$ cat config.mk
export PLATFORM = sky130hd
export DESIGN_NAME = six_bit_group_text_encoder_unit_flat
export DESIGN_NICKNAME = d
export VERILOG_FILES = /design/src/design/sbg_pkg.sv /design/src/design/sbg_req_if.sv /design/src/design/sbg_rsp_if.sv /design/src/design/sbg_group_calc.sv /design/src/design/sbg_result_buf.sv /design/src/design/six_bit_group_text_encoder_unit.sv /design/src/flat_wrapper.sv
export SDC_FILE = /design/constraint.sdc
export NUM_CORES = 1
export LEC_CHECK = 0
export BUFFER_PORTS_ARGS = -buffer_cell sky130_fd_sc_hd__clkbuf_2
export CAP_MARGIN = 40
export CORE_MARGIN = 1
export CORE_UTILIZATION = 62
export CTS_CLUSTER_SIZE = 28
export DETAILED_ROUTE_END_ITERATION = 7
export PLACE_DENSITY_LB_ADDON = 0.25
export SYNTH_ARGS = -nofsm -noshare
export SYNTH_HDL_FRONTEND = slang
export SYNTH_HIERARCHICAL = 1
export SYNTH_SLANG_ARGS = --single-unit
$ cat constraint.sdc
create_clock -name clock -period 4 [get_ports clock]
set_input_delay 0 -clock clock [delete_from_list [all_inputs] [get_ports clock]]
set_output_delay 0 -clock clock [all_outputs]
set_load 0.02 [all_outputs]
$ cat src/design/sbg_pkg.sv
// ----------------------------------------------------------------------------
// sbg_pkg: shared types and constants
// Result word layout, group-to-character mapping and pending-bit codes
// for the six-bit group text encoder.
// ----------------------------------------------------------------------------
package sbg_pkg;

   localparam int unsigned DATA_W  = 8;
   localparam int unsigned GROUP_W = 6;
   localparam int unsigned PEND_W  = 4;   // at most 4 bits ever wait
   localparam int unsigned CNT_W   = 3;   // holds 0, 2 or 4

   localparam logic [CNT_W-1:0] CNT_ZERO = 3'd0;
   localparam logic [CNT_W-1:0] CNT_TWO  = 3'd2;
   localparam logic [CNT_W-1:0] CNT_FOUR = 3'd4;

   localparam logic [GROUP_W-1:0] UPPER_END = 6'd26;
   localparam logic [GROUP_W-1:0] LOWER_END = 6'd52;
   localparam logic [GROUP_W-1:0] DIGIT_END = 6'd62;

   localparam logic [DATA_W-1:0] UPPER_OFS = 8'd65;
   localparam logic [DATA_W-1:0] LOWER_OFS = 8'd71;
   localparam logic [DATA_W-1:0] DIGIT_OFS = 8'd4;

   typedef struct packed {
      logic [DATA_W-1:0] symbol;
      logic              symbol_valid;
      logic              end_of_text;
   } sbg_result_type;

   // Results produced by one byte; with two_res clear only first is used.
   typedef struct packed {
      sbg_result_type first;
      sbg_result_type second;
      logic           two_res;
   } sbg_pair_type;

   function automatic sbg_result_type make_result(input logic [GROUP_W-1:0] grp,
                                                  input logic               eot);
      sbg_result_type       res;
      logic [DATA_W-1:0]    g_ext;
      g_ext = {{(DATA_W-GROUP_W){1'b0}}, grp};
      res.end_of_text  = eot;
      res.symbol_valid = (grp < DIGIT_END);
      if (grp < UPPER_END) begin
         res.symbol = g_ext + UPPER_OFS;
      end else if (grp < LOWER_END) begin
         res.symbol = g_ext + LOWER_OFS;
      end else if (grp < DIGIT_END) begin
         res.symbol = g_ext - DIGIT_OFS;
      end else begin
         res.symbol = '0;
      end
      return res;
   endfunction

endpackage

$ cat src/design/sbg_req_if.sv
// ----------------------------------------------------------------------------
// sbg_req_if: input word channel
// Valid/ready channel carrying one text byte and its final flag.
// ----------------------------------------------------------------------------
interface sbg_req_if;
   logic       valid;
   logic       ready;
   logic [7:0] data_byte;
   logic       final_byte;

   modport source (output valid, output data_byte, output final_byte, input ready);
   modport sink   (input valid, input data_byte, input final_byte, output ready);
endinterface

$ cat src/design/sbg_rsp_if.sv
// ----------------------------------------------------------------------------
// sbg_rsp_if: result word channel
// Valid/ready channel carrying one encoded character per word.
// ----------------------------------------------------------------------------
interface sbg_rsp_if;
   logic       valid;
   logic       ready;
   logic [7:0] symbol;
   logic       symbol_valid;
   logic       end_of_text;

   modport source (output valid, output symbol, output symbol_valid,
                   output end_of_text, input ready);
   modport sink   (input valid, input symbol, input symbol_valid,
                   input end_of_text, output ready);
endinterface

$ cat src/design/sbg_group_calc.sv
// ----------------------------------------------------------------------------
// sbg_group_calc: group split and character mapping
// Joins waiting bits with a new byte, cuts 6-bit groups, maps them to
// characters and computes the bits left waiting.
// ----------------------------------------------------------------------------
module sbg_group_calc
   import sbg_pkg::*;
(
   input  logic [PEND_W-1:0] pend_bits,
   input  logic [CNT_W-1:0]  pend_cnt,
   input  logic [DATA_W-1:0] data_byte,
   input  logic              final_byte,
   output sbg_pair_type      pair,
   output logic [PEND_W-1:0] next_bits,
   output logic [CNT_W-1:0]  next_cnt
);

   always_comb begin
      pair      = '0;
      next_bits = '0;
      next_cnt  = CNT_ZERO;
      case (pend_cnt)
         CNT_TWO: begin
            // 10 bits: one group, 4 left
            pair.first = make_result({pend_bits[1:0], data_byte[7:4]}, 1'b0);
            if (final_byte) begin
               pair.second  = make_result({2'b00, data_byte[3:0]}, 1'b1);
               pair.two_res = 1'b1;
            end else begin
               next_bits = data_byte[3:0];
               next_cnt  = CNT_FOUR;
            end
         end
         CNT_FOUR: begin
            // 12 bits: two groups, nothing left
            pair.first   = make_result({pend_bits, data_byte[7:6]}, 1'b0);
            pair.second  = make_result(data_byte[5:0], final_byte);
            pair.two_res = 1'b1;
         end
         default: begin
            // 8 bits: one group, 2 left
            pair.first = make_result(data_byte[7:2], 1'b0);
            if (final_byte) begin
               pair.second  = make_result({4'b0000, data_byte[1:0]}, 1'b1);
               pair.two_res = 1'b1;
            end else begin
               next_bits = {2'b00, data_byte[1:0]};
               next_cnt  = CNT_TWO;
            end
         end
      endcase
   end

endmodule

$ cat src/design/sbg_result_buf.sv
// ----------------------------------------------------------------------------
// sbg_result_buf: result register pair
// Holds a byte's one or two results and hands them out in order, one word
// per cycle while ready is high. Reloads in the cycle the last word leaves.
// ----------------------------------------------------------------------------
module sbg_result_buf
   import sbg_pkg::*;
(
   input  logic           clock,
   input  logic           reset,
   input  logic           load,
   input  sbg_pair_type   pair,
   output logic           can_load,
   sbg_rsp_if.source      rsp_if
);

   // words left: 2 shows slot0, 1 shows slot1
   logic [1:0]     left_ff, left_in;
   sbg_result_type slot0_ff, slot0_in;
   sbg_result_type slot1_ff, slot1_in;
   sbg_result_type cur;
   logic           pop;

   assign pop      = rsp_if.valid & rsp_if.ready;
   assign can_load = (left_ff == 2'd0) || ((left_ff == 2'd1) && rsp_if.ready);

   always_comb begin
      left_in  = left_ff;
      slot0_in = slot0_ff;
      slot1_in = slot1_ff;
      if (pop) begin
         left_in = left_ff - 2'd1;
      end
      if (load) begin
         if (pair.two_res) begin
            left_in  = 2'd2;
            slot0_in = pair.first;
            slot1_in = pair.second;
         end else begin
            left_in  = 2'd1;
            slot1_in = pair.first;
         end
      end
   end

   always_ff @(posedge clock) begin
      if (reset) begin
         left_ff <= 2'd0;
      end else begin
         left_ff <= left_in;
      end
      slot0_ff <= slot0_in;
      slot1_ff <= slot1_in;
   end

   assign cur = (left_ff == 2'd2) ? slot0_ff : slot1_ff;

   assign rsp_if.valid        = (left_ff != 2'd0);
   assign rsp_if.symbol       = cur.symbol;
   assign rsp_if.symbol_valid = cur.symbol_valid;
   assign rsp_if.end_of_text  = cur.end_of_text;

endmodule

$ cat src/design/six_bit_group_text_encoder_unit.sv
// ----------------------------------------------------------------------------
// six_bit_group_text_encoder_unit: byte stream to 6-bit group characters
// Top level: input register, group logic, waiting-bit state, result pair.
// ----------------------------------------------------------------------------
// Each accepted word is one text byte; its bits join any waiting bits and
// every full 6-bit group leaves as one result word, mapped to A-Z, a-z,
// 0-9. Groups 62 and 63 leave as a word with symbol_valid low and symbol
// zero. A byte flagged final flushes 2 or 4 leftover bits right-aligned
// as one extra word and sets end_of_text on its last word; the waiting
// bits then start over empty. A byte yields one or two words, and the
// single result port sends one word per cycle while rsp_if.ready is
// high. Inside a text the waiting bits go 0, 2, 4 and back to 0, so
// three bytes give four words; a final byte, or one met with 4 bits
// waiting, yields two words. A byte accepted into the input register
// moves into the result pair when the pair is free, and its first word
// then shows on rsp_if. A new byte is accepted while the last word of
// the previous one is still waiting to be taken.
// ----------------------------------------------------------------------------
module six_bit_group_text_encoder_unit
   import sbg_pkg::*;
(
   input  logic       clock,
   input  logic       reset,
   sbg_req_if.sink    req_if,
   sbg_rsp_if.source  rsp_if
);

   // input register
   logic              in_valid_ff, in_valid_in;
   logic [DATA_W-1:0] in_byte_ff, in_byte_in;
   logic              in_final_ff, in_final_in;

   // waiting bits, right-aligned, and how many count (0, 2, 4)
   logic [PEND_W-1:0] pend_bits_ff, pend_bits_in;
   logic [CNT_W-1:0]  pend_cnt_ff, pend_cnt_in;

   sbg_pair_type      pair;
   logic [PEND_W-1:0] next_bits;
   logic [CNT_W-1:0]  next_cnt;
   logic              can_load;
   logic              move;
   logic              take;

   // byte in the input register moves on when the result pair frees up
   assign move          = in_valid_ff & can_load;
   assign req_if.ready  = ~in_valid_ff | can_load;
   assign take          = req_if.valid & req_if.ready;

   always_comb begin
      in_valid_in  = in_valid_ff;
      in_byte_in   = in_byte_ff;
      in_final_in  = in_final_ff;
      pend_bits_in = pend_bits_ff;
      pend_cnt_in  = pend_cnt_ff;
      if (move) begin
         in_valid_in  = 1'b0;
         pend_bits_in = next_bits;
         pend_cnt_in  = next_cnt;
      end
      if (take) begin
         in_valid_in = 1'b1;
         in_byte_in  = req_if.data_byte;
         in_final_in = req_if.final_byte;
      end
   end

   always_ff @(posedge clock) begin
      if (reset) begin
         in_valid_ff  <= 1'b0;
         pend_bits_ff <= '0;
         pend_cnt_ff  <= CNT_ZERO;
      end else begin
         in_valid_ff  <= in_valid_in;
         pend_bits_ff <= pend_bits_in;
         pend_cnt_ff  <= pend_cnt_in;
      end
      in_byte_ff  <= in_byte_in;
      in_final_ff <= in_final_in;
   end

   sbg_group_calc u_calc (
      .pend_bits  (pend_bits_ff),
      .pend_cnt   (pend_cnt_ff),
      .data_byte  (in_byte_ff),
      .final_byte (in_final_ff),
      .pair       (pair),
      .next_bits  (next_bits),
      .next_cnt   (next_cnt)
   );

   sbg_result_buf u_rbuf (
      .clock    (clock),
      .reset    (reset),
      .load     (move),
      .pair     (pair),
      .can_load (can_load),
      .rsp_if   (rsp_if)
   );

endmodule
$ cat src/flat_wrapper.sv
// flat-port wrapper written by rule: the top's interface ports become plain ports
module six_bit_group_text_encoder_unit_flat import sbg_pkg::*;
  (clock, reset, req_if_valid, req_if_data_byte, req_if_final_byte, req_if_ready, rsp_if_valid, rsp_if_symbol, rsp_if_symbol_valid, rsp_if_end_of_text, rsp_if_ready);
  sbg_req_if req_if_i ();
  sbg_rsp_if rsp_if_i ();
  input  logic clock;
  input  logic reset;
  input wire logic [$bits(req_if_i.valid)-1:0] req_if_valid;
  input wire logic [$bits(req_if_i.data_byte)-1:0] req_if_data_byte;
  input wire logic [$bits(req_if_i.final_byte)-1:0] req_if_final_byte;
  output wire logic [$bits(req_if_i.ready)-1:0] req_if_ready;
  output wire logic [$bits(rsp_if_i.valid)-1:0] rsp_if_valid;
  output wire logic [$bits(rsp_if_i.symbol)-1:0] rsp_if_symbol;
  output wire logic [$bits(rsp_if_i.symbol_valid)-1:0] rsp_if_symbol_valid;
  output wire logic [$bits(rsp_if_i.end_of_text)-1:0] rsp_if_end_of_text;
  input wire logic [$bits(rsp_if_i.ready)-1:0] rsp_if_ready;
  assign req_if_i.valid = req_if_valid;
  assign req_if_i.data_byte = req_if_data_byte;
  assign req_if_i.final_byte = req_if_final_byte;
  assign req_if_ready = req_if_i.ready;
  assign rsp_if_valid = rsp_if_i.valid;
  assign rsp_if_symbol = rsp_if_i.symbol;
  assign rsp_if_symbol_valid = rsp_if_i.symbol_valid;
  assign rsp_if_end_of_text = rsp_if_i.end_of_text;
  assign rsp_if_i.ready = rsp_if_ready;
  six_bit_group_text_encoder_unit u_core (.clock(clock), .reset(reset), .req_if(req_if_i), .rsp_if(rsp_if_i));
endmodule
======== After elaboration in Yosys (flattened, before gate mapping) ========
Index checks and enable logic that the tools add are counted.
word-level totals
  bits in registers ....................... 39
  bits of input ports ..................... 13
  word-level logic and storage cells ...... 83
  output and inout port bits .............. 12
cells by class
  add/sub/neg operators ................... 15
  bitwise operators ....................... 5
  reduce and logical (&&, ||, !) cells .... 7
  equal/unequal tests ..................... 4
  muxes and demuxes ....................... 28
  magnitude comparators ................... 12
operators by type and width
  kind                                                         number
  2-to-1 mux 8 bit                                             12
  adder 6 x 7 -> 8 bit (second input constant)                 8
  less-than comparator 6 bit (second input constant)           8
  case mux 21 bit (2 select lines)                             1
  subtractor 6 x 3 -> 7 bit (second input constant)            4
  less-than comparator 6 x 5 -> 1 bit (second input constant)  4
  2-to-1 mux 11 bit                                            2
  2-to-1 mux 10 bit                                            2
  2-to-1 mux 2 bit                                             5
  adder 2 x 7 -> 8 bit (second input constant)                 1
  adder 4 x 7 -> 8 bit (second input constant)                 1
  case mux 4 bit (2 select lines)                              1
  case mux 3 bit (2 select lines)                              1
  nonzero test 2 bit                                           3
  2-to-1 mux 4 bit                                             1
  AND 1 bit                                                    3
  equality test 3 x 2 -> 1 bit (second input constant)         1
  equality test 3 bit (second input constant)                  1
  2-to-1 mux 3 bit                                             1
  equality test 2 x 1 -> 1 bit (second input constant)         1
  equality test 2 bit (second input constant)                  1
  logical NOT 2 bit                                            1
  2-to-1 mux 1 bit                                             2
  AND reduction 2 bit                                          1
  other kinds (5)                                              5

======== Depth between registers and ports, before layout ========
  word-level depth ........................ 7
  depth in mapped cells ................... 10

======== Hierarchy ========
The synthesis kept the hierarchy.
by module, submodules not included
  module                           cells each  sequential area each (sq um)  times used  area an instance (sq um)
  sbg_group_calc                   302         0.0                           1           1961.9
  sbg_result_buf                   61          640.6                         1           998.5
  six_bit_group_text_encoder_unit  46          430.4                         1           628.1

======== Least setup slack after synthesis ========
No wires, ideal clock.
  path type ............................... register to register
  start point ............................. reg u_core.in_byte_ff[7]
  end point ............................... reg u_core/u_rbuf/slot1_ff[4] (netlist name) (data pin)
  setup slack ............................. 1.133 ns
  cell stages (with the launch flop) ...... 11
  arrival ................................. 2.608 ns
  period minus slack after synthesis ...... 2.867 ns
  cell sequence ........................... edfxtp_1 -> buf_2 -> clkinv_1 -> ha_1 -> clkbuf_1 -> nor2b_1 -> mux2_2 -> mux2_2 -> mux2i_1 -> o211ai_1 -> mux2_2
RTL lines
  what                    line                                   RTL
  start, declared         six_bit_group_text_encoder_unit.sv:30  logic [DATA_W-1:0] in_byte_ff, in_byte_in;
  start signal, assigned  six_bit_group_text_encoder_unit.sv:77  in_byte_ff <= in_byte_in;
  end signal, assigned    sbg_result_buf.sv:53                   slot1_ff <= slot1_in;
  end, declared           sbg_result_buf.sv:20                   sbg_result_type slot1_ff, slot1_in;

==> run summary <==
TNS Setup: 0 ps
Clock share of power: 24.8%
I/O Buffers: 24
M2 GR Usage: 50.5%
Layout area overhead: 7.64%
CP Capture Type: flip-flop
Share of layout cells above drive strength 1: 17.3%
Synth Area per Inst: 8.77 sq um
Max-cap violations: 0
Post-Route WL: 9160 um
Final Skew: 5.62 ps
Slew Viols, Final: 0
Worst-Skew Late Latency: 300 ps
Worst-margin pin slew: 832 ps
TritonCTS Sinks: 39
M1 GR Usage: 41.1%
Sequential fraction of the synthesis area: 29.8%
Worst reg-to-reg path cell count: 8
Fraction of registers with async set/reset: 0%
DR WL/cell: 18.5 um
RePlAce Congestion: 1.02
Startpoint Class: flip-flop
Synth Register Bits: 39
PwrDens: 351 nW/um^2
Die width: 78.1 um
Critical path required time: 4060 ps
Setup bufs post-CTS: 0
Register share of total power: 39.6%
GRT overflow: 0
Internal power: 0.000869 W
Largest net degree at the start of global routing: 20
Synth Flop Type: edfxtp_1
Outcome: finished clean
Crit path time final: 3320 ps
Worst Setup EP: u_core/u_rbuf/slot1_ff[4]$_DFFE_PP_
Ant. Diodes: 0
Post-CTS Resized: 0
CTS tree: yes
Leakage: 1.47 nW
Net Switching: 0.000488 W
Cell Chain, Critical Path: clkinv_1 -> ha_1 -> nor2b_1 -> mux2_2 -> mux2_2 -> mux2i_1 -> o211ai_1 -> mux2_2
Total CTS buffers: 5
Critical Path Max Stage Delay: 710 ps
Worst-path maximum fanout: 17
Post-CTS Hold Buffers: 11
Vias in the first global route: 3027
Final Hold Viols: 0
RR Endpoint: u_core/u_rbuf/slot1_ff[4]$_DFFE_PP_
Antenna violations before repair: 0
Post-DRT Antenna Nets: 0
Final #Nets: 458
DP HPWL: 6540 um
H-tree Lvls: 2
Cell area after synthesis: 3590 sq um
Wire length of the first global-routing pass: 14900 um
First-iteration detailed-routing DRC count: 459
Gate power share: 35.6%
Synth cell types: 64
Hold WC Path Type: primary input to flip-flop
Data arrival time of the worst path: 3380 ps
# DRC: 0
Slowest CP cell: edfxtp_1
Final design utilization: 69.7%
# setup viols final: 0
R2R setup slack: 680 ps
YS warnings: 6
Num ports: 25
Worst Setup Path Type: flip-flop to flip-flop
Critical path depth: 8
Cells after synthesis: 409
VDD IR-drop max: 200 uV
Part of the cycle the worst path needs: 82.9%
Fmax: 0.301 GHz
Beginning of the critical path: u_core/in_byte_ff[7]$_DFFE_PP_
CTS root buf: clkbuf_8
Max clock buf depth: 2
Rows: 27
RR Startpoint: u_core/in_byte_ff[7]$_DFFE_PP_
1st-pass router iterations: 5
GR Util met3: 5.12%
Gr busiest metal: met2
Vias per inst: 6.70
Net Sw Frac: 36.0%
Routed vias: 3315
CORE AREA: 5540 sq um
Worst slew margin: 43.8%
Clock transition at path regs: 80 ps
Worst Path Buf+Inv: 1
Die Height: 78.1 um
EDFF count, synth: 29
Total track usage: 31.5%
Cell seen most often among critical-path stages: mux2_2
Die ar.: 6100 sq um
Initial Utilization: 64.8%
RSZ-0062 raised after global routing: no
Crit-path leading delay family: multiplexers
-- worst min-delay path by stage --
| stage | startpoint | to | slack, ps | cells after the start |
|---|---|---|---|---|
| after CTS | rsp_if_ready | u_core/u_rbuf/left_ff[1]$_SDFFE_PP0P_ | 90 | 4 |
| after global routing | rsp_if_ready | u_core/u_rbuf/left_ff[1]$_SDFFE_PP0P_ | 150 | 4 |
| after global placement | req_if_data_byte[1] | u_core/in_byte_ff[1]$_DFFE_PP_ | 180 | 1 |
| final | rsp_if_ready | u_core/u_rbuf/left_ff[1]$_SDFFE_PP0P_ | 90 | 4 |
| after detailed placement | req_if_data_byte[0] | u_core/in_byte_ff[0]$_DFFE_PP_ | 180 | 1 |
| after floorplan | reset | u_core/u_rbuf/left_ff[0]$_SDFFE_PP0P_ | 60 | 1 |
-- cell usage in the layout, fill, tap and decap left out, types with 12 or more instances in the layout --
master,n
clkbuf_2,24
a21oi_1,33
inv_1,18
mux2_2,23
nand2_1,29
o21ai_0,30
nand3_1,23
edfxtp_1,29
nor2_1,15
nor3_1,12
ha_1,23
-- Yosys cell counts, types with 3 or more instances --
master	instances	share of area, %
a211oi_1	8	1.7
a21bo_2	5	1.4
a21boi_0	3	0.63
a21o_1	5	1.0
a21oi_1	33	4.6
a31oi_1	5	0.87
buf_2	13	1.8
buf_4	3	0.63
buf_6	4	1.3
clkbuf_1	11	1.2
dfxtp_1	10	5.6
edfxtp_1	29	24
ha_1	23	8.0
inv_1	18	1.9
mux2_2	23	7.2
mux2i_1	7	2.0
nand2_1	29	3.0
nand2b_1	4	0.70
nand3_1	23	3.2
nand4_1	4	0.70
nand4bb_1	3	0.94
nor2_1	15	1.6
nor2b_1	10	1.7
nor3_1	12	1.7
o211a_1	3	0.84
o211ai_1	5	1.0
o21ai_0	30	4.2
o221ai_1	5	1.2
o22ai_1	3	0.52
o311ai_0	5	1.2
o31ai_1	3	0.63
or3_1	3	0.52
xnor2_1	11	2.7
-- per-stage QoR --
| step | area (sq um) | hold WS [ps] | cells | setup slack [ps] | power [W] |
|---|---|---|---|---|---|
| after global routing | 3860 | 154 | 495 | 518 | 0.00142 |
| after global placement | 3640 | 177 | 476 | 865 | 0.000994 |
| after CTS | 3860 | 91.2 | 495 | 751 | 0.00135 |
| after detailed placement | 3640 | 179 | 476 | 755 | 0.00101 |
| after floorplan | 3590 | 64.6 | 410 | 1130 | 0.000906 |
| final | 3860 | 92.6 | 495 | 682 | 0.00136 |
-- tightest hold or removal path: cells and delay by family --
| kind | cells | cell delay [ps] |
|---|---|---|
| compound gates | 2 | 170 |
| buf+inv | 1 | 100 |
| simple gates | 1 | 80 |
-- cell type report --
type,instances,area [sq um]
flip-flops and latches,39,1070
inverters,19,71.3
multi-input cells,320,2270
repair buffers,37,245
fillers,465,1680
clock inverters,3,43.8
clock buffers,5,68.8
well taps,72,90.1
-- kinds of logic after synthesis --
group                      share of synthesized area (%)
muxes                                               9.17
xor gates and xnor gates                            2.93
and+or+nand+nor                                     18.5
other                                              0.105
adders and majority gates                           8.02
DFF                                                 29.8
buffers and inverters                               6.94
AOI/OAI and AO/OA                                   24.5
-- power groups by stage --
stage | logic, W | registers (W) | clock network, W
6_report | 0.000483 | 0.000538 | 0.000337
5_1_grt | 0.000525 | 0.000544 | 0.000352
4_1_cts | 0.000473 | 0.000537 | 0.000339
3_5_place_dp | 0.000461 | 0.000547 | 0
3_3_place_gp | 0.000451 | 0.000543 | 0
2_1_floorplan | 0.000388 | 0.000517 | 0
-- registers in the layout, indices dropped and copies added (netlist names) --
name	count
u_core/pend_cnt_ff	3
u_core/u_rbuf/slot1_ff	10
u_core/in_final_ff	1
u_core/in_valid_ff	1
u_core/in_byte_ff	8
u_core/u_rbuf/left_ff	2
u_core/pend_bits_ff	4
u_core/u_rbuf/slot0_ff	10
-- routing by layer --
metal,up-vias,share of wire (%)
met2,202,47
li1,1550,-
met5,-,0
met3,30,7.9
met4,0,3.0
met1,1533,42
Note: power is estimated with default switching activity, not from simulation.
